<file path="src/design/aec_pkg.sv">
`default_nettype none

package aec_pkg;

   // operation codes of the request channel
   localparam logic [1:0] OP_DETECT = 2'd0;
   localparam logic [1:0] OP_TICK   = 2'd1;
   localparam logic [1:0] OP_CLEAR  = 2'd2;

   // alert level codes
   localparam logic [2:0] LVL_NONE     = 3'd0;
   localparam logic [2:0] LVL_LOW      = 3'd1;
   localparam logic [2:0] LVL_MEDIUM   = 3'd2;
   localparam logic [2:0] LVL_HIGH     = 3'd3;
   localparam logic [2:0] LVL_CRITICAL = 3'd4;

   // configuration register indexes
   localparam int CSR_IDX_W = 8;
   localparam logic [CSR_IDX_W-1:0] REG_MEDIUM_AFTER  = 8'd0;
   localparam logic [CSR_IDX_W-1:0] REG_HIGH_AFTER    = 8'd1;
   localparam logic [CSR_IDX_W-1:0] REG_CRIT_AFTER    = 8'd2;
   localparam logic [CSR_IDX_W-1:0] REG_LOW_DUR       = 8'd3;
   localparam logic [CSR_IDX_W-1:0] REG_MEDIUM_DUR    = 8'd4;
   localparam logic [CSR_IDX_W-1:0] REG_HIGH_DUR      = 8'd5;
   localparam logic [CSR_IDX_W-1:0] REG_CRIT_DUR      = 8'd6;
   localparam logic [CSR_IDX_W-1:0] REG_COOLDOWN      = 8'd7;

   // configuration reset values
   localparam logic [31:0] RST_MEDIUM_AFTER = 32'd3000;
   localparam logic [31:0] RST_HIGH_AFTER   = 32'd3000;
   localparam logic [31:0] RST_CRIT_AFTER   = 32'd3000;
   localparam logic [31:0] RST_LOW_DUR      = 32'd5000;
   localparam logic [31:0] RST_MEDIUM_DUR   = 32'd8000;
   localparam logic [31:0] RST_HIGH_DUR     = 32'd12000;
   localparam logic [31:0] RST_CRIT_DUR     = 32'd20000;
   localparam logic [31:0] RST_COOLDOWN     = 32'd2000;

   // buzzer tones and pattern timing
   localparam logic [11:0] TONE_NOD_HZ   = 12'd1000;
   localparam logic [11:0] TONE_EYES_HZ  = 12'd800;
   localparam logic [11:0] TONE_HIGH_HZ  = 12'd2500;
   localparam logic [11:0] TONE_MID_HZ   = 12'd2000;
   localparam int          PAT_STEP_MS   = 200;
   localparam int          PAT_MID_FIRST = 4;
   localparam int          PAT_MID_LAST  = 6;

   typedef struct packed {
      logic [31:0] medium_after_ms;
      logic [31:0] high_after_ms;
      logic [31:0] critical_after_ms;
      logic [31:0] low_duration_ms;
      logic [31:0] medium_duration_ms;
      logic [31:0] high_duration_ms;
      logic [31:0] critical_duration_ms;
      logic [31:0] cooldown_ms;
   } cfg_type;

   // alert state that does not depend on the time width
   typedef struct packed {
      logic        active;
      logic [2:0]  level;
      logic        cooling;
      logic        buzzer_on;
      logic [11:0] buzzer_freq;
      logic [7:0]  duty;
      logic [8:0]  blink;
   } ctrl_type;

   typedef struct packed {
      logic        alert_on;
      logic [2:0]  alert_level;
      logic        in_cooldown;
      logic [7:0]  flash_duty;
      logic [8:0]  blink_interval_ms;
      logic        tone_on;
      logic [11:0] tone_hz;
   } rsp_type;

   // flash duty per level, unknown codes look like low
   function automatic logic [7:0] duty_of(input logic [2:0] lvl);
      logic [7:0] d;
      case (lvl)
         LVL_MEDIUM:   d = 8'd125;
         LVL_HIGH:     d = 8'd200;
         LVL_CRITICAL: d = 8'd255;
         default:      d = 8'd50;
      endcase
      return d;
   endfunction

   // blink period per level, unknown codes look like low
   function automatic logic [8:0] blink_of(input logic [2:0] lvl);
      logic [8:0] b;
      case (lvl)
         LVL_MEDIUM:   b = 9'd300;
         LVL_HIGH:     b = 9'd150;
         LVL_CRITICAL: b = 9'd80;
         default:      b = 9'd500;
      endcase
      return b;
   endfunction

endpackage

`default_nettype wire

</file>
<file path="src/design/aec_csr.sv">
`default_nettype none

module aec_csr
   import aec_pkg::*;
(
   input  wire logic                 clock,
   input  wire logic                 reset,
   input  wire logic                 csr_valid,
   output      logic                 csr_ready,
   input  wire logic [CSR_IDX_W-1:0] csr_index,
   input  wire logic [31:0]          csr_data,
   output      cfg_type              cfg
);

   cfg_type cfg_ff;
   cfg_type cfg_in;

   assign csr_ready = 1'b1;
   assign cfg       = cfg_ff;

   // decode the written register, indexes past the list are dropped
   always_comb begin
      cfg_in = cfg_ff;
      if (csr_valid) begin
         case (csr_index)
            REG_MEDIUM_AFTER: cfg_in.medium_after_ms      = csr_data;
            REG_HIGH_AFTER:   cfg_in.high_after_ms        = csr_data;
            REG_CRIT_AFTER:   cfg_in.critical_after_ms    = csr_data;
            REG_LOW_DUR:      cfg_in.low_duration_ms      = csr_data;
            REG_MEDIUM_DUR:   cfg_in.medium_duration_ms   = csr_data;
            REG_HIGH_DUR:     cfg_in.high_duration_ms     = csr_data;
            REG_CRIT_DUR:     cfg_in.critical_duration_ms = csr_data;
            REG_COOLDOWN:     cfg_in.cooldown_ms          = csr_data;
            default:          cfg_in = cfg_ff;
         endcase
      end
   end

   always_ff @(posedge clock) begin
      if (reset) begin
         cfg_ff.medium_after_ms      <= RST_MEDIUM_AFTER;
         cfg_ff.high_after_ms        <= RST_HIGH_AFTER;
         cfg_ff.critical_after_ms    <= RST_CRIT_AFTER;
         cfg_ff.low_duration_ms      <= RST_LOW_DUR;
         cfg_ff.medium_duration_ms   <= RST_MEDIUM_DUR;
         cfg_ff.high_duration_ms     <= RST_HIGH_DUR;
         cfg_ff.critical_duration_ms <= RST_CRIT_DUR;
         cfg_ff.cooldown_ms          <= RST_COOLDOWN;
      end else begin
         cfg_ff <= cfg_in;
      end
   end

endmodule

`default_nettype wire

</file>
<file path="src/design/aec_update.sv">
`default_nettype none

module aec_update
   import aec_pkg::*;
#(
   parameter int TIME_BITS = 32,
   parameter int STEP_W    = 4,
   parameter int PATTERN_STEPS = 9
) (
   input  wire logic [1:0]           op,
   input  wire logic                 nod,
   input  wire logic [TIME_BITS-1:0] now_t,
   input  wire cfg_type              cfg,
   input  wire ctrl_type             ctrl,
   input  wire logic [TIME_BITS-1:0] last_t,
   input  wire logic [TIME_BITS-1:0] start_t,
   input  wire logic [TIME_BITS-1:0] level_t,
   input  wire logic [TIME_BITS-1:0] pat_t,
   input  wire logic [STEP_W-1:0]    step,
   output      ctrl_type             ctrl_nx,
   output      logic [TIME_BITS-1:0] last_nx,
   output      logic [TIME_BITS-1:0] start_nx,
   output      logic [TIME_BITS-1:0] level_nx,
   output      logic [TIME_BITS-1:0] pat_nx,
   output      logic [STEP_W-1:0]    step_nx,
   output      rsp_type              rsp
);

   localparam int CMP_W = (TIME_BITS > 32) ? TIME_BITS : 32;

   logic [CMP_W-1:0]  cool_dt;
   logic [CMP_W-1:0]  lvl_dt;
   logic [CMP_W-1:0]  start_dt;
   logic [CMP_W-1:0]  pat_dt;
   logic [31:0]       dur;
   logic              cool_block;
   logic              expired;
   logic              end_now;
   logic [STEP_W:0]   step_inc;
   logic [STEP_W-1:0] step_wrap;
   logic              mid_tone;

   // elapsed times modulo the time width
   assign cool_dt  = CMP_W'(TIME_BITS'(now_t - last_t));
   assign lvl_dt   = CMP_W'(TIME_BITS'(now_t - level_t));
   assign start_dt = CMP_W'(TIME_BITS'(now_t - start_t));
   assign pat_dt   = CMP_W'(TIME_BITS'(now_t - pat_t));

   // lifetime of the alert at the current level
   always_comb begin
      case (ctrl.level)
         LVL_LOW:      dur = cfg.low_duration_ms;
         LVL_MEDIUM:   dur = cfg.medium_duration_ms;
         LVL_HIGH:     dur = cfg.high_duration_ms;
         LVL_CRITICAL: dur = cfg.critical_duration_ms;
         default:      dur = 32'd0;
      endcase
   end

   assign cool_block = ctrl.cooling && (cool_dt < CMP_W'(cfg.cooldown_ms));
   assign expired    = start_dt > CMP_W'(dur);
   assign end_now    = ctrl.active &&
                       ((op == OP_CLEAR) || ((op == OP_TICK) && expired));

   // next buzzer pattern step, wrapping back to the first step
   assign step_inc  = {1'b0, step} + (STEP_W+1)'(1);
   assign step_wrap = (step_inc > (STEP_W+1)'(PATTERN_STEPS)) ? STEP_W'(1)
                                                              : step_inc[STEP_W-1:0];
   assign mid_tone  = (step_wrap >= STEP_W'(PAT_MID_FIRST)) &&
                      (step_wrap <= STEP_W'(PAT_MID_LAST));

   // state update for one item
   always_comb begin
      ctrl_nx  = ctrl;
      last_nx  = last_t;
      start_nx = start_t;
      level_nx = level_t;
      pat_nx   = pat_t;
      step_nx  = step;
      case (op)
         OP_DETECT: begin
            if (!cool_block) begin
               ctrl_nx.cooling = 1'b0;
               if (ctrl.active) begin
                  // escalate by at most one level
                  if (ctrl.level == LVL_LOW &&
                      lvl_dt > CMP_W'(cfg.medium_after_ms)) begin
                     ctrl_nx.level = LVL_MEDIUM;
                     level_nx      = now_t;
                  end else if (ctrl.level == LVL_MEDIUM &&
                               lvl_dt > CMP_W'(cfg.high_after_ms)) begin
                     ctrl_nx.level = LVL_HIGH;
                     level_nx      = now_t;
                  end else if (ctrl.level == LVL_HIGH &&
                               lvl_dt > CMP_W'(cfg.critical_after_ms)) begin
                     ctrl_nx.level = LVL_CRITICAL;
                     level_nx      = now_t;
                  end
                  ctrl_nx.duty  = duty_of(ctrl_nx.level);
                  ctrl_nx.blink = blink_of(ctrl_nx.level);
               end else begin
                  // start a new alert at low level
                  ctrl_nx.level       = LVL_LOW;
                  ctrl_nx.duty        = duty_of(LVL_LOW);
                  ctrl_nx.blink       = blink_of(LVL_LOW);
                  ctrl_nx.buzzer_freq = nod ? TONE_NOD_HZ : TONE_EYES_HZ;
                  ctrl_nx.buzzer_on   = 1'b1;
                  ctrl_nx.active      = 1'b1;
                  level_nx            = now_t;
                  start_nx            = now_t;
                  last_nx             = now_t;
               end
            end
         end
         OP_TICK: begin
            // buzzer pattern at critical level while the alert lives
            if (ctrl.active && !expired && ctrl.level == LVL_CRITICAL) begin
               if (step == '0) begin
                  step_nx             = STEP_W'(1);
                  pat_nx              = now_t;
                  ctrl_nx.buzzer_freq = TONE_HIGH_HZ;
                  ctrl_nx.buzzer_on   = 1'b1;
               end else if (pat_dt > CMP_W'(PAT_STEP_MS)) begin
                  pat_nx  = now_t;
                  step_nx = step_wrap;
                  if (ctrl.buzzer_on) begin
                     ctrl_nx.buzzer_on = 1'b0;
                  end else begin
                     ctrl_nx.buzzer_freq = mid_tone ? TONE_MID_HZ : TONE_HIGH_HZ;
                     ctrl_nx.buzzer_on   = 1'b1;
                  end
               end
            end
         end
         default: begin
         end
      endcase
      // ending the alert, blink period keeps its value
      if (end_now) begin
         ctrl_nx.duty      = '0;
         ctrl_nx.buzzer_on = 1'b0;
         ctrl_nx.active    = 1'b0;
         ctrl_nx.level     = LVL_NONE;
         ctrl_nx.cooling   = 1'b1;
         step_nx           = '0;
         last_nx           = now_t;
      end
   end

   // result fields from the updated state
   always_comb begin
      rsp.alert_on          = ctrl_nx.active;
      rsp.alert_level       = ctrl_nx.level;
      rsp.in_cooldown       = ctrl_nx.cooling;
      rsp.flash_duty        = ctrl_nx.duty;
      rsp.blink_interval_ms = ctrl_nx.blink;
      rsp.tone_on           = ctrl_nx.buzzer_on;
      rsp.tone_hz           = ctrl_nx.buzzer_on ? ctrl_nx.buzzer_freq : '0;
   end

endmodule

`default_nettype wire

</file>
<file path="src/design/alert_escalation_controller.sv">
`default_nettype none

// channel | direction | handshake            | payload
// req     | in        | req_valid, req_stall | operation, nodding, now_ms
// rsp     | out       | rsp_valid, rsp_stall | alert, level, cooldown, flash, blink, tone
// csr     | in        | csr_valid, csr_ready | csr_index, csr_data
//
// one request per cycle while req_stall is low; a request goes into the request register, its
// result into the result register, which holds it while rsp_stall is high
// reset clears all alert state and loads the register defaults; no clearing pass
// a stalled result holds the request register, which then stalls req
// registers are always ready and take effect for the next request processed

module alert_escalation_controller
   import aec_pkg::*;
#(
   parameter int PATTERN_STEPS = 9,
   parameter int TIME_BITS     = 32
) (
   input  wire logic                 clock,
   input  wire logic                 reset,
   input  wire logic                 req_valid,
   output      logic                 req_stall,
   input  wire logic [1:0]           req_operation,
   input  wire logic                 req_nodding,
   input  wire logic [31:0]          req_now_ms,
   output      logic                 rsp_valid,
   input  wire logic                 rsp_stall,
   output      logic                 rsp_alert_on,
   output      logic [2:0]           rsp_alert_level,
   output      logic                 rsp_in_cooldown,
   output      logic [7:0]           rsp_flash_duty,
   output      logic [8:0]           rsp_blink_interval_ms,
   output      logic                 rsp_tone_on,
   output      logic [11:0]          rsp_tone_hz,
   input  wire logic                 csr_valid,
   output      logic                 csr_ready,
   input  wire logic [CSR_IDX_W-1:0] csr_index,
   input  wire logic [31:0]          csr_data
);

   localparam int STEP_W = $clog2(PATTERN_STEPS + 1);
   localparam int WIDE_W = (TIME_BITS > 32) ? TIME_BITS : 32;

   cfg_type              cfg;

   logic                 in_valid_ff;
   logic [1:0]           in_op_ff;
   logic                 in_nod_ff;
   logic [TIME_BITS-1:0] in_now_ff;
   logic [WIDE_W-1:0]    now_wide;

   ctrl_type             ctrl_ff;
   ctrl_type             ctrl_in;
   logic [TIME_BITS-1:0] last_ff, last_in;
   logic [TIME_BITS-1:0] start_ff, start_in;
   logic [TIME_BITS-1:0] level_t_ff, level_t_in;
   logic [TIME_BITS-1:0] pat_t_ff, pat_t_in;
   logic [STEP_W-1:0]    step_ff, step_in;

   logic                 rsp_valid_ff;
   rsp_type              rsp_ff;
   rsp_type              rsp_in;

   logic                 advance;
   logic                 req_take;

   aec_csr u_csr (
      .clock     (clock),
      .reset     (reset),
      .csr_valid (csr_valid),
      .csr_ready (csr_ready),
      .csr_index (csr_index),
      .csr_data  (csr_data),
      .cfg       (cfg)
   );

   // handshake between the two stages
   assign advance   = in_valid_ff && (!rsp_valid_ff || !rsp_stall);
   assign req_stall = in_valid_ff && !advance;
   assign req_take  = req_valid && !req_stall;
   assign now_wide  = WIDE_W'(req_now_ms);

   // request register
   always_ff @(posedge clock) begin
      if (reset) begin
         in_valid_ff <= 1'b0;
      end else if (!req_stall) begin
         in_valid_ff <= req_valid;
      end
      if (req_take) begin
         in_op_ff  <= req_operation;
         in_nod_ff <= req_nodding;
         in_now_ff <= now_wide[TIME_BITS-1:0];
      end
   end

   aec_update #(
      .TIME_BITS     (TIME_BITS),
      .STEP_W        (STEP_W),
      .PATTERN_STEPS (PATTERN_STEPS)
   ) u_update (
      .op       (in_op_ff),
      .nod      (in_nod_ff),
      .now_t    (in_now_ff),
      .cfg      (cfg),
      .ctrl     (ctrl_ff),
      .last_t   (last_ff),
      .start_t  (start_ff),
      .level_t  (level_t_ff),
      .pat_t    (pat_t_ff),
      .step     (step_ff),
      .ctrl_nx  (ctrl_in),
      .last_nx  (last_in),
      .start_nx (start_in),
      .level_nx (level_t_in),
      .pat_nx   (pat_t_in),
      .step_nx  (step_in),
      .rsp      (rsp_in)
   );

   // alert state, updated as each request moves to the result register
   always_ff @(posedge clock) begin
      if (reset) begin
         ctrl_ff    <= '0;
         last_ff    <= '0;
         start_ff   <= '0;
         level_t_ff <= '0;
         pat_t_ff   <= '0;
         step_ff    <= '0;
      end else if (advance) begin
         ctrl_ff    <= ctrl_in;
         last_ff    <= last_in;
         start_ff   <= start_in;
         level_t_ff <= level_t_in;
         pat_t_ff   <= pat_t_in;
         step_ff    <= step_in;
      end
   end

   // result register
   always_ff @(posedge clock) begin
      if (reset) begin
         rsp_valid_ff <= 1'b0;
      end else if (advance) begin
         rsp_valid_ff <= 1'b1;
      end else if (!rsp_stall) begin
         rsp_valid_ff <= 1'b0;
      end
      if (advance) begin
         rsp_ff <= rsp_in;
      end
   end

   assign rsp_valid             = rsp_valid_ff;
   assign rsp_alert_on          = rsp_ff.alert_on;
   assign rsp_alert_level       = rsp_ff.alert_level;
   assign rsp_in_cooldown       = rsp_ff.in_cooldown;
   assign rsp_flash_duty        = rsp_ff.flash_duty;
   assign rsp_blink_interval_ms = rsp_ff.blink_interval_ms;
   assign rsp_tone_on           = rsp_ff.tone_on;
   assign rsp_tone_hz           = rsp_ff.tone_hz;

   // an active alert always has a level and an idle one never does
   a_level_matches_active: assert property (@(posedge clock) disable iff (reset)
      ctrl_ff.active == (ctrl_ff.level != LVL_NONE))
      else $error("alert active flag and level disagree");

   // the buzzer pattern runs only at critical level and stays in range
   a_pattern_step: assert property (@(posedge clock) disable iff (reset)
      (step_ff <= STEP_W'(PATTERN_STEPS)) &&
      ((step_ff == '0) || (ctrl_ff.level == LVL_CRITICAL)))
      else $error("buzzer pattern step out of place");

   // no alert means dark flash, silent buzzer and no level
   a_idle_result: assert property (@(posedge clock) disable iff (reset)
      rsp_valid && !rsp_alert_on |->
         (rsp_alert_level == LVL_NONE) && (rsp_flash_duty == '0) && !rsp_tone_on)
      else $error("idle result shows alert outputs");

   // a held result with a full request register must stall requests
   a_backpressure: assert property (@(posedge clock) disable iff (reset)
      rsp_valid && rsp_stall && in_valid_ff |-> req_stall ##1 $stable(rsp_alert_level))
      else $error("request stage overran a held result");

endmodule

`default_nettype wire
</file>
<file path="config.mk">
export PLATFORM = sky130hd
export DESIGN_NAME = alert_escalation_controller
export DESIGN_NICKNAME = d
export VERILOG_FILES = /design/src/design/aec_pkg.sv /design/src/design/aec_csr.sv /design/src/design/aec_update.sv /design/src/design/alert_escalation_controller.sv
export SDC_FILE = /design/constraint.sdc
export NUM_CORES = 1
export LEC_CHECK = 0
export ABC_AREA = 0
export ABC_CLOCK_PERIOD_IN_PS = 7550
export BUFFER_PORTS_ARGS = -buffer_cell sky130_fd_sc_hd__buf_2
export CELL_PAD_IN_SITES_DETAIL_PLACEMENT = 0
export CELL_PAD_IN_SITES_GLOBAL_PLACEMENT = 1
export CORE_MARGIN = 4
export CORE_UTILIZATION = 36
export CTS_CLUSTER_SIZE = 40
export DETAILED_ROUTE_END_ITERATION = 6
export HOLD_SLACK_MARGIN = 0.08
export PLACE_DENSITY_LB_ADDON = 0.1
export REMOVE_ABC_BUFFERS = 1
export SLEW_MARGIN = 10
export SYNTH_ARGS = -nofsm -noshare
export SYNTH_HDL_FRONTEND = slang
export SYNTH_SLANG_ARGS = --single-unit
</file>
<file path="constraint.sdc">
create_clock -name clock -period 7.55 [get_ports clock]
set_input_delay 0.755 -clock clock [delete_from_list [all_inputs] [get_ports clock]]
set_output_delay 0.755 -clock clock [all_outputs]
set_load 0.02 [all_outputs]
</file>
==> results.txt, run 1 <==
----------------------------------------------------
[Run status]
  Run status ... completed

[Critical path]
  Critical Path End Type ... register
  Worst path top cell family by delay ... compound AO/OA/AOI/OAI gates
  CP peak stage delay ... 0.47 ns
  Slowest cell on the critical path ... sky130_fd_sc_hd__nor3_2
  WP data required ... 8.01 ns
  CP startpoint kind ... register
  Max FO, Critical Path ... 32
  Count of buffering cells on the critical path with inverters included ... 4
  Critical path class ... register to register
  Worst EP arrival ... 7.34 ns

[Global routing]
  Initial antenna violation count ... 0
  Number of global-route vias before repair ... 25325
  Wire length of the first global-routing pass ... 147000 µm
  Largest net degree at the start of global routing ... 83
  GRT Overall Usage ... 21.2%
  Total global routing overflow ... 0

[Layout]
  End-of-flow core utilization ... 40.8%
  Non-filler cells in the finished layout ... 4797
  Fraction of layout instances using a drive strength above 1 ... 9.93%
  Number of nets in the layout ... 4044
  Diode insertion count for antenna repair ... 0
  Most frequent standard cell in the layout excluding fill and tap cells ... sky130_fd_sc_hd__nand2_1
  Number of filler cells placed in the layout ... 8365
  P&R area growth vs syn ... 12.4%
  Top library cells by usage in the layout, fill and taps aside ... sky130_fd_sc_hd__nand2_1 (661), sky130_fd_sc_hd__dfxtp_1 (425), sky130_fd_sc_hd__a21oi_1 (398)

[Timing]
  Min Tclk post-route ... 6.89 ns
  Slew at the pin with the worst max-slew slack ... 1.11 ns
  Hold Worst Slack ... 0.287 ns
  Final slew viol count ... 0
  Number of failing setup endpoints in the final timing report ... 0
  Final worst-path setup slack ... 0.664 ns
  Maximum operating frequency ... 0.145 GHz
  Unrepaired setup endpoints after global routing ... false
  Tcrit/Tclk final ... 91.2%
  Clk_skew ... 0.0492 ns
  Tightest slew margin relative to the limit ... 24.7%
  Final hold vios ... 0

[Logic synthesis]
  Top flip-flop cell by instance count after synthesis ... sky130_fd_sc_hd__dfxtp_1
  Number of distinct library cells after synthesis ... 97
  Number of enable flip-flop cells after synthesis ... 70
  Synthesized netlist cell count ... 3644
  Post-Synthesis Cell Area ... 29800 µm²
  Sequential share of the synthesized area ... 35.7%
  Mean Syn Cell Area ... 8.17 µm²
  Number of warning messages in the yosys log ... 0
  Number of synthesized register bits ... 495
  Fraction of registers with async set or reset after synthesis ... 0%

[Clock tree]
  Total clock buffers created by CTS ... 61
  Clock root buffer ... sky130_fd_sc_hd__clkbuf_16
  Clock tree from TritonCTS ... yes
  Clock latency of the later-clocked register in the worst-skew pair ... 0.65 ns
  # H-tree levels ... 2
  Number of buffers on the longest clock path ... 3
  Clock transition at the registers of the reported paths ... 0.06 ns
  Number of sinks on the clock net ... 495

[Placement]
  Minimum setup slack after placement ... -0.194 ns
  Gp weighted congestion ... 0.907
  Post-DP HPWL ... 69900 µm
  DP Cell Count ... 4679
  Port buffer count ... 116

[Drt]
  Per-cell routed wire length ... 19.8 µm
  Per-cell via count in the routed design ... 5.40
  Routed wire length ... 94800 µm
  Routed via count ... 25895
  Routed Antenna Nets ... 0
  Starting DRC count in detailed routing ... 1399
  Final routed DRC violation total ... 0
  Number of iterations in the first detailed-routing pass ... 5

[Pwr]
  Flop pwr share ... 40.4%
  Logic pwr share ... 15.9%
  Internal power contribution ... 0.00492 W
  Total power divided by cell area ... 204 nW/µm²
  Leakage ... 12.4 nW
  Proportion of total power due to net switching ... 28.0%
  Overall power after layout ... 0.00684 W
  Peak supply drop ... 0.000184 V
  P_sw ... 0.00191 W
  Part of the power in the clock network ... 43.7%

[Floorplan]
  Core ar. ... 82000 µm²
  Die width ... 295 µm
  Number of top-level pins ... 118
  Standard-cell row count ... 105
  Height of the die ... 295 µm
  DIE AREA ... 87300 µm²
  Initial core utilization ... 36.3%

[Run]
  Max-cap viol count ... 0

[Worst hold path]
  Min-Delay Path Class ... input pin to register

----------------------------------------------------
-- metrics by stage --
| step | instance area (µm²) | TNS, ns |
|---|---|---|
| floorplan | 28800 | -7.89 |
| global placement | 31300 | -0.298 |
| detailed placement | 31300 | -1.50 |
| CTS | 33400 | 0 |
| global route | 33400 | 0 |
| finish | 33400 | 0 |
-- final timing paths --
path	from	to	slack, ns	cells past startpoint
worst min register to register	ctrl_ff[18]	ctrl_ff[18]	0.44	2
worst min-delay path	req_now_ms[30]	in_now_ff[30]	0.29	1
worst max-delay path	in_now_ff[0]	level_t_ff[8]	0.66	27
worst max register to register	in_now_ff[0]	level_t_ff[8]	0.66	27
-- layout make-up --
| type | count | area, µm² | share of cell area (%) |
|---|---|---|---|
| Clock buffer | 96 | 1850 | 5.53 |
| Sequential cell | 495 | 10600 | 31.7 |
| Timing Repair Buffer | 178 | 1070 | 3.19 |
| Clock inverter | 20 | 223 | 0.666 |
| Tap cell | 1070 | 1340 | 4.00 |
| Multi-Input combinational cell | 2637 | 17200 | 51.5 |
| Inverter | 301 | 1130 | 3.38 |
-- timing repair --
| item | CTS | global route |
|---|---|---|
| hold buffers | 0 | 0 |
| setup endpoints to repair | 16 | 53 |
| pin swaps | 0 | 1 |
| buffers inserted | 0 | 2 |
| resized for setup | 1 | 6 |
-- registers in the layout, summed over array words and instances, names as in the netlist --
signal	cells
u_csr.cfg	256
ctrl_ff	35
in_now_ff	32
last_ff	32
level_t_ff	32
pat_t_ff	32
start_ff	32
rsp_tone_hz	12
rsp_blink_interval_ms	9
rsp_flash_duty	8
step_ff	4
rsp_alert_level	3
in_op_ff	2
in_nod_ff	1
in_valid_ff	1
rsp_alert_on	1
rsp_in_cooldown	1
rsp_tone_on	1
rsp_valid	1
-- power by group through the flow --
stage	clock, W	sequential, W	combinational, W
after floorplan	0	0.00281	0.000714
after global placement	0	0.00282	0.00106
after detailed placement	0	0.00282	0.00108
after CTS	0.00308	0.00276	0.00109
after global routing	0.00318	0.00277	0.00123
final	0.00299	0.00276	0.00109
-- cell usage after synthesis (all sizes together), types with 33 or more instances --
| cell type | count | area [µm²] |
|---|---|---|
| edfxtp | 70 | 2100 |
| o2111ai | 37 | 324 |
| a22o | 33 | 289 |
| a21oi | 421 | 2190 |
| ha | 286 | 3580 |
| nand3 | 94 | 470 |
| a21o | 113 | 848 |
| a221oi | 34 | 298 |
| o211ai | 50 | 375 |
| clkbuf | 161 | 617 |
| xnor2 | 52 | 455 |
| nor3 | 46 | 250 |
| nand2 | 661 | 2480 |
| dfxtp | 425 | 8510 |
| o31ai | 37 | 292 |
| o21a | 44 | 332 |
| nand4 | 43 | 284 |
| o21ai | 117 | 608 |
| inv | 301 | 1130 |
| nor2 | 155 | 584 |
| mux2i | 40 | 400 |
| buf | 50 | 322 |
| xor2 | 42 | 368 |
-- metal layers --
| layer | part of all wire (%) | GRT usage, % | wire, µm |
|---|---|---|---|
| met1 | 48 | 29.7 | 45800 |
| met3 | 3.4 | 2.05 | 3180 |
| met2 | 46 | 35.7 | 43800 |
| met5 | 0 | 0 | 0 |
| met4 | 2.0 | 4.61 | 1940 |
-- cell families (layout without fill, tap and decap cells) --
family                   after synthesis  in the layout  synth area share, %
adder cells (fa/ha/maj)              290            290                 12.3
flip-flops                           495            495                 35.7
AO/OA/AOI/OAI                       1058           1058                 23.6
AND/OR/NAND/NOR                     1153           1153                 17.3
buffers and inverters                512            595                 6.95
multiplexers                          41             41                 1.38
other                                  1              1               0.0126
XOR/XNOR                              94             94                 2.77
Note: power is estimated with default switching activity, not from simulation.
==> run 2: changes to the inputs <==
--- a/config.mk
+++ b/config.mk
@@ -13,3 +13,3 @@
 export CORE_MARGIN = 4
-export CORE_UTILIZATION = 36
+export CORE_UTILIZATION = 35
 export CTS_CLUSTER_SIZE = 40
==> constraint.sdc (replaced) <==
create_clock -name clock -period 7.55 [get_ports clock]
set_input_delay 0.3775 -clock clock [delete_from_list [all_inputs] [get_ports clock]]
set_output_delay 0.3775 -clock clock [all_outputs]
set_load 0.02 [all_outputs]
==> results.txt, run 2 (synthesis results as in run 1) <==
----------------------------------------------------
[Pwr]
  Overall power after layout ... 0.00692 W (+1.2%)
  Total power divided by cell area ... 203 nW/µm² (-0.74%)
  Peak supply drop ... 0.000181 V (-1.3%)
  Leakage ... 12.6 nW (+1.9%)

[Global routing]
  Wire length of the first global-routing pass ... 151000 µm (+3.1%)
  Number of global-route vias before repair ... 25972 (+2.6%)
  Largest net degree at the start of global routing ... 132 (+59%)
  Initial antenna violation count ... 0 (unchanged)
  Total global routing overflow ... 0 (unchanged)
  GRT Overall Usage ... 21.2% (-0.035 points)

[Layout]
  Non-filler cells in the finished layout ... 4920 (+2.6%)
  Most frequent standard cell in the layout excluding fill and tap cells ... sky130_fd_sc_hd__nand2_1
  Diode insertion count for antenna repair ... 0 (unchanged)
  Flip-flop count of the largest register, all copies and words added ... 256 (unchanged)
  P&R area growth vs syn ... 14.7%
  Area of all placed cells without fillers ... 34100 µm² (+2.0%)
  Number of nets in the layout ... 4104 (+1.5%)
  Fraction of layout instances using a drive strength above 1 ... 9.43% (-0.50 points)
  Top library cells by usage in the layout, fill and taps aside ... sky130_fd_sc_hd__nand2_1 (661), sky130_fd_sc_hd__dfxtp_1 (425), sky130_fd_sc_hd__a21oi_1 (398)

[Drt]
  Number of iterations in the first detailed-routing pass ... 5 (unchanged)
  Per-cell via count in the routed design ... 5.33 (-1.2%)
  Starting DRC count in detailed routing ... 1353 (-3.3%)
  Routed via count ... 26232 (+1.3%)
  Routed wire length ... 97300 µm (+2.7%)
  Per-cell routed wire length ... 19.8 µm (+0.14%)
  Final routed DRC violation total ... 0 (unchanged)
  Routed Antenna Nets ... 0 (unchanged)

[Timing]
  Clk_skew ... 0.0395 ns (-0.00969 ns)
  Final slew viol count ... 0 (unchanged)
  Min Tclk post-route ... 7.09 ns (+0.201 ns)
  Number of failing setup endpoints in the final timing report ... 0 (unchanged)
  Total negative slack for setup checks ... 0 ns (unchanged)
  Slew at the pin with the worst max-slew slack ... 1.14 ns (+0.0321 ns)
  Final hold vios ... 0 (unchanged)
  Tightest slew margin relative to the limit ... 23.8% (-0.97 points)
  Tcrit/Tclk final ... 93.9% (+2.7 points)
  Maximum operating frequency ... 0.141 GHz (-2.8%)
  Unrepaired setup endpoints after global routing ... false

[Placement]
  Port buffer count ... 116 (unchanged)
  DP Cell Count ... 4739 (+1.3%)
  Gp weighted congestion ... 0.868 (-4.4%)
  Cell Area, Placed ... 31400 µm² (+0.20%)
  Post-DP HPWL ... 70400 µm (+0.68%)

[Floorplan]
  Die width ... 300 µm (+1.4%)
  Height of the die ... 300 µm (+1.4%)
  Core ar. ... 84000 µm² (+2.4%)
  Initial core utilization ... 35.4% (-0.85 points)
  Standard-cell row count ... 106 (+0.95%)
  Number of top-level pins ... 118 (unchanged)
  DIE AREA ... 89700 µm² (+2.8%)

[Clock tree]
  Clock transition at the registers of the reported paths ... 0.06 ns (about the same)
  Number of buffers on the longest clock path ... 3 (unchanged)
  Clock tree from TritonCTS ... yes
  Number of sinks on the clock net ... 495 (unchanged)
  Total clock buffers created by CTS ... 61 (unchanged)
  Clock root buffer ... sky130_fd_sc_hd__clkbuf_16
  Clock latency of the later-clocked register in the worst-skew pair ... 0.65 ns (about the same)
  # H-tree levels ... 2 (unchanged)

[Critical path]
  CP startpoint kind ... register
  Worst EP arrival ... 7.57 ns (+0.23 ns)
  WP data required ... 8.03 ns (+0.02 ns)
  Critical Path End Type ... register
  Slowest cell on the critical path ... sky130_fd_sc_hd__nor3_2
  CP peak stage delay ... 0.56 ns (+0.09 ns)
  Max FO, Critical Path ... 32 (unchanged)
  Critical path class ... register to register

[Run]
  Max-cap viol count ... 0 (unchanged)

[Run status]
  Run status ... completed

[Worst hold path]
  Min-Delay Path Class ... input pin to register

----------------------------------------------------
[run 2: changes by cell type in the layout (fill, tap and decap cells not counted), moves of 2 or more]
| cell | previous run | this run |
|---|---|---|
| sky130_fd_sc_hd__inv_6 | 1 | 3 |
| sky130_fd_sc_hd__clkbuf_1 | 17 | 19 |
| sky130_fd_sc_hd__bufinv_16 | 3 | 6 |
| sky130_fd_sc_hd__dlygate4sd3_1 | 0 | 65 |
| sky130_fd_sc_hd__buf_4 | 61 | 55 |
| sky130_fd_sc_hd__clkbuf_8 | 17 | 7 |
| sky130_fd_sc_hd__clkinv_4 | 0 | 2 |
[run 2: metal layers]
| layer | routed length [µm] | part of all wire (%) | global-route usage [%] | vias to the layer above |
|---|---|---|---|---|
| met3 | 4070 | 4.2 | 2.53 | 140 |
| met1 | 46500 | 48 | 29.5 | 12565 |
| li1 | - | - | - | 13015 |
| met4 | 3310 | 3.4 | 7.03 | 0 |
| met5 | 0 | 0 | 0 | - |
| met2 | 43400 | 45 | 34.2 | 512 |
[run 2: final cells by class]
cell class | count | area, µm²
Fill cell | 8371 | 49800
Multi-Input combinational cell | 2637 | 17200
Sequential cell | 495 | 10600
Clock buffer | 88 | 1720
Timing Repair Buffer | 238 | 1690
Tap cell | 1134 | 1420
Inverter | 301 | 1130
Clock inverter | 27 | 349
[run 2: timing repair]
item / CTS / global route
endpoints found under the hold margin: 221 / 0
endpoints found under the setup margin: 5 / 35
hold buffers: 65 / 0
buffers inserted: 0 / 1
pin swaps: 0 / 1
gates resized for setup: 1 / 1
[run 2: per-stage QoR]
step	util, %	setup WS (ns)	hold slack, ns
after floorplan	-	-0.411	0.423
after global placement	37.4	0.0595	0.434
after detailed placement	37.4	-0.0611	0.438
after CTS	40.6	0.204	0.0932
after global routing	40.6	0.0946	0.128
final	40.6	0.462	0.130
[run 2: worst paths after layout]
path / from / endpoint / slack [ns] / cells after the start
setup reg to reg: in_now_ff[0] / level_t_ff[1] / 0.46 / 27
setup / recovery: in_now_ff[0] / level_t_ff[1] / 0.46 / 27
hold / removal: csr_data[31] / u_csr.cfg[223] / 0.13 / 3
hold reg to reg: ctrl_ff[17] / ctrl_ff[17] / 0.44 / 2
[run 2: power breakdown]
group | leakage (nW) | internal [W] | total [W] | switching (W)
Clock | 1.02 | 0.00180 | 0.00304 | 0.00124
Combinational | 7.47 | 0.000447 | 0.00112 | 0.000676
Sequential | 4.11 | 0.00272 | 0.00276 | 0.0000454
Total | 12.6 | 0.00496 | 0.00692 | 0.00196
[run 2: critical path, delay by kind of cell (launching register included)]
kind            cells  cell delay (ns)
compound gates     11             2.70
flops               1             0.45
mux                 1             0.19
fa+ha+maj           3             0.94
buf+inv             4             0.66
simple gates        7             1.70
xor+xnor            1             0.24
==> run 3: changes to the inputs <==
CORE_UTILIZATION = 48   (was 35)
==> results.txt, run 3 (synthesis results as in run 1) <==
----------------------------------------------------
[Pwr]
  Internal power contribution ... 0.00488 W (-1.7%)
  Overall power after layout ... 0.00675 W (-2.5%)
  Proportion of total power due to net switching ... 27.8% (-0.57 points)
  Peak supply drop ... 0.000189 V (+4.4%)
  Logic pwr share ... 16.4% (+0.2 points)
  Part of the power in the clock network ... 42.7% (-1.2 points)
  Flop pwr share ... 40.9% (+1.0 points)
  Total power divided by cell area ... 202 nW/µm² (-0.51%)
  P_sw ... 0.00188 W (-4.4%)
  Leakage ... 12.5 nW (-0.78%)

[Timing]
  Clk_skew ... 0.0294 ns (-0.0100 ns)
  Tightest slew margin relative to the limit ... 28.7% (+5.0 points)
  Final hold vios ... 0 (unchanged)
  Maximum operating frequency ... 0.144 GHz (+1.8%)
  Tcrit/Tclk final ... 92.2% (-1.7 points)
  Min Tclk post-route ... 6.96 ns (-0.129 ns)
  Number of failing setup endpoints in the final timing report ... 0 (unchanged)
  Final slew viol count ... 0 (unchanged)
  Slew at the pin with the worst max-slew slack ... 1.07 ns (-0.0746 ns)
  Unrepaired setup endpoints after global routing ... false

[Clock tree]
  # H-tree levels ... 2 (unchanged)
  Total clock buffers created by CTS ... 56 (-8.2%)
  Clock root buffer ... sky130_fd_sc_hd__clkbuf_16
  Number of buffers on the longest clock path ... 3 (unchanged)
  Clock latency of the later-clocked register in the worst-skew pair ... 0.63 ns (-0.02 ns)
  Number of sinks on the clock net ... 495 (unchanged)
  Clock transition at the registers of the reported paths ... 0.06 ns (about the same)
  Clock tree from TritonCTS ... yes
  Post-CTS setup buffers ... 0 (unchanged)

[Worst hold path]
  Min-Delay Path Class ... input pin to register

[Drt]
  Routed Antenna Nets ... 0 (unchanged)
  Per-cell routed wire length ... 20.4 µm (+3.2%)
  Per-cell via count in the routed design ... 5.81 (+9.0%)
  Routed wire length ... 92900 µm (-4.5%)
  Number of iterations in the first detailed-routing pass ... 6 (+1)
  Starting DRC count in detailed routing ... 1823 (+35%)
  Final routed DRC violation total ... 0 (unchanged)
  Routed via count ... 26454 (+0.85%)

[Floorplan]
  Core ar. ... 61500 µm² (-27%)
  Initial core utilization ... 48.4% (+13 points)
  DIE AREA ... 66000 µm² (-26%)
  Die width ... 257 µm (-14%)
  Standard-cell row count ... 91 (-14%)
  Number of top-level pins ... 118 (unchanged)
  Height of the die ... 257 µm (-14%)

[Layout]
  Number of nets in the layout ... 4087 (-0.41%)
  End-of-flow core utilization ... 54.4% (+14 points)
  Flip-flop count of the largest register, all copies and words added ... 256 (unchanged)
  Storage cell area ... 10600 µm² (unchanged)
  Most frequent standard cell in the layout excluding fill and tap cells ... sky130_fd_sc_hd__nand2_1
  Area taken by multi-input logic gates ... 17200 µm² (about the same)
  Diode insertion count for antenna repair ... 0 (unchanged)
  Number of filler cells placed in the layout ... 5702 (-32%)
  Top library cells by usage in the layout, fill and taps aside ... sky130_fd_sc_hd__nand2_1 (661), sky130_fd_sc_hd__dfxtp_1 (425), sky130_fd_sc_hd__a21oi_1 (399)
  Fraction of layout instances using a drive strength above 1 ... 9.22% (-0.21 points)
  P&R area growth vs syn ... 12.4%

[Global routing]
  Total global routing overflow ... 0 (unchanged)
  Largest net degree at the start of global routing ... 185 (+40%)
  Number of global-route vias before repair ... 25512 (-1.8%)
  Wire length of the first global-routing pass ... 146000 µm (-3.6%)
  GRT Overall Usage ... 27.4% (+6.2 points)
  Initial antenna violation count ... 0 (unchanged)

[Placement]
  Gp weighted congestion ... 0.928 (+6.9%)
  Post-DP HPWL ... 67600 µm (-3.9%)
  Port buffer count ... 116 (unchanged)

[Critical path]
  Critical Path End Type ... register
  Critical path class ... register to register
  Worst EP arrival ... 7.49 ns (-0.08 ns)
  CP startpoint kind ... register
  Max FO, Critical Path ... 6 (-81%)
  WP data required ... 8.08 ns (+0.05 ns)

[Run status]
  Run status ... completed

[Run]
  Max-cap viol count ... 0 (unchanged)

----------------------------------------------------
## run 3: final cells by class
cell class                      instances  area share, %
Inverter                              301           3.38
Tap cell                              790           2.96
Timing Repair Buffer                  226           4.72
Sequential cell                       495           31.7
Clock buffer                           81           5.05
Clock inverter                         23          0.815
Multi-Input combinational cell       2637           51.4
## run 3: metrics by stage
stage / setup TNS, ns / instance area [µm²] / hold slack [ns] / worst slack [ns] / std cells
after floorplan: -7.89 / 28800 / 0.423 / -0.411 / 3433
after global placement: 0 / 30900 / 0.441 / 0.842 / 4393
after detailed placement: 0 / 30900 / 0.443 / 0.691 / 4393
after CTS: 0 / 33400 / 0.0811 / 0.634 / 4552
after global routing: 0 / 33400 / 0.0932 / 0.161 / 4553
final: 0 / 33400 / 0.113 / 0.591 / 4553
## run 3: worst paths after layout
kind	startpoint	to	slack, ns	depth (start not counted)
worst max-delay path	in_now_ff[0]	ctrl_ff[14]	0.59	25
worst min-delay path	csr_data[29]	u_csr.cfg[29]	0.11	3
worst max register to register	in_now_ff[0]	ctrl_ff[14]	0.59	25
worst min register to register	ctrl_ff[23]	ctrl_ff[23]	0.45	2
## run 3: layer usage
metal	wire, µm	vias up	share of wire, %	GRT usage, %
li1	-	12976	-	-
met1	44000	12696	47	39.4
met2	42100	678	45	44.3
met3	4920	104	5.3	3.26
met4	1820	0	2.0	6.03
met5	0	-	0	0
## run 3: critical path: stages, from the launching register on
cell and delay [ns]:
sky130_fd_sc_hd__edfxtp_1 0.45, sky130_fd_sc_hd__inv_1 0.19, sky130_fd_sc_hd__ha_1 0.19, sky130_fd_sc_hd__inv_1 0.06, sky130_fd_sc_hd__fa_1 0.40, sky130_fd_sc_hd__a21o_1 0.17
sky130_fd_sc_hd__a21oi_1 0.22, sky130_fd_sc_hd__nor2b_1 0.10, sky130_fd_sc_hd__o21ai_0 0.18, sky130_fd_sc_hd__a21oi_1 0.16, sky130_fd_sc_hd__a41oi_1 0.42, sky130_fd_sc_hd__o221ai_1 0.26
sky130_fd_sc_hd__o41ai_1 0.50, sky130_fd_sc_hd__o211ai_1 0.22, sky130_fd_sc_hd__xor2_1 0.36, sky130_fd_sc_hd__ha_1 0.32, sky130_fd_sc_hd__a21o_1 0.16, sky130_fd_sc_hd__a21o_1 0.17
sky130_fd_sc_hd__a21o_1 0.17, sky130_fd_sc_hd__a21o_1 0.17, sky130_fd_sc_hd__a21o_1 0.17, sky130_fd_sc_hd__a221o_1 0.32, sky130_fd_sc_hd__o21a_1 0.22, sky130_fd_sc_hd__o211ai_1 0.66
sky130_fd_sc_hd__o21ai_0 0.33, sky130_fd_sc_hd__a211oi_1 0.28
## run 3: repair_timing
item | 4_1_cts | 5_1_grt
endpoints found under the hold margin | 125 | 0
resized for setup | 0 | 0
hold buffers | 55 | 0
## run 3: power groups by stage
stage	Sequential, W	Clock (W)	Combinational, W
after global routing	0.00277	0.00305	0.00123
final	0.00276	0.00288	0.00111
after floorplan	0.00281	0	0.000714
after detailed placement	0.00282	0	0.00107
after CTS	0.00276	0.00294	0.00110
after global placement	0.00282	0	0.00105
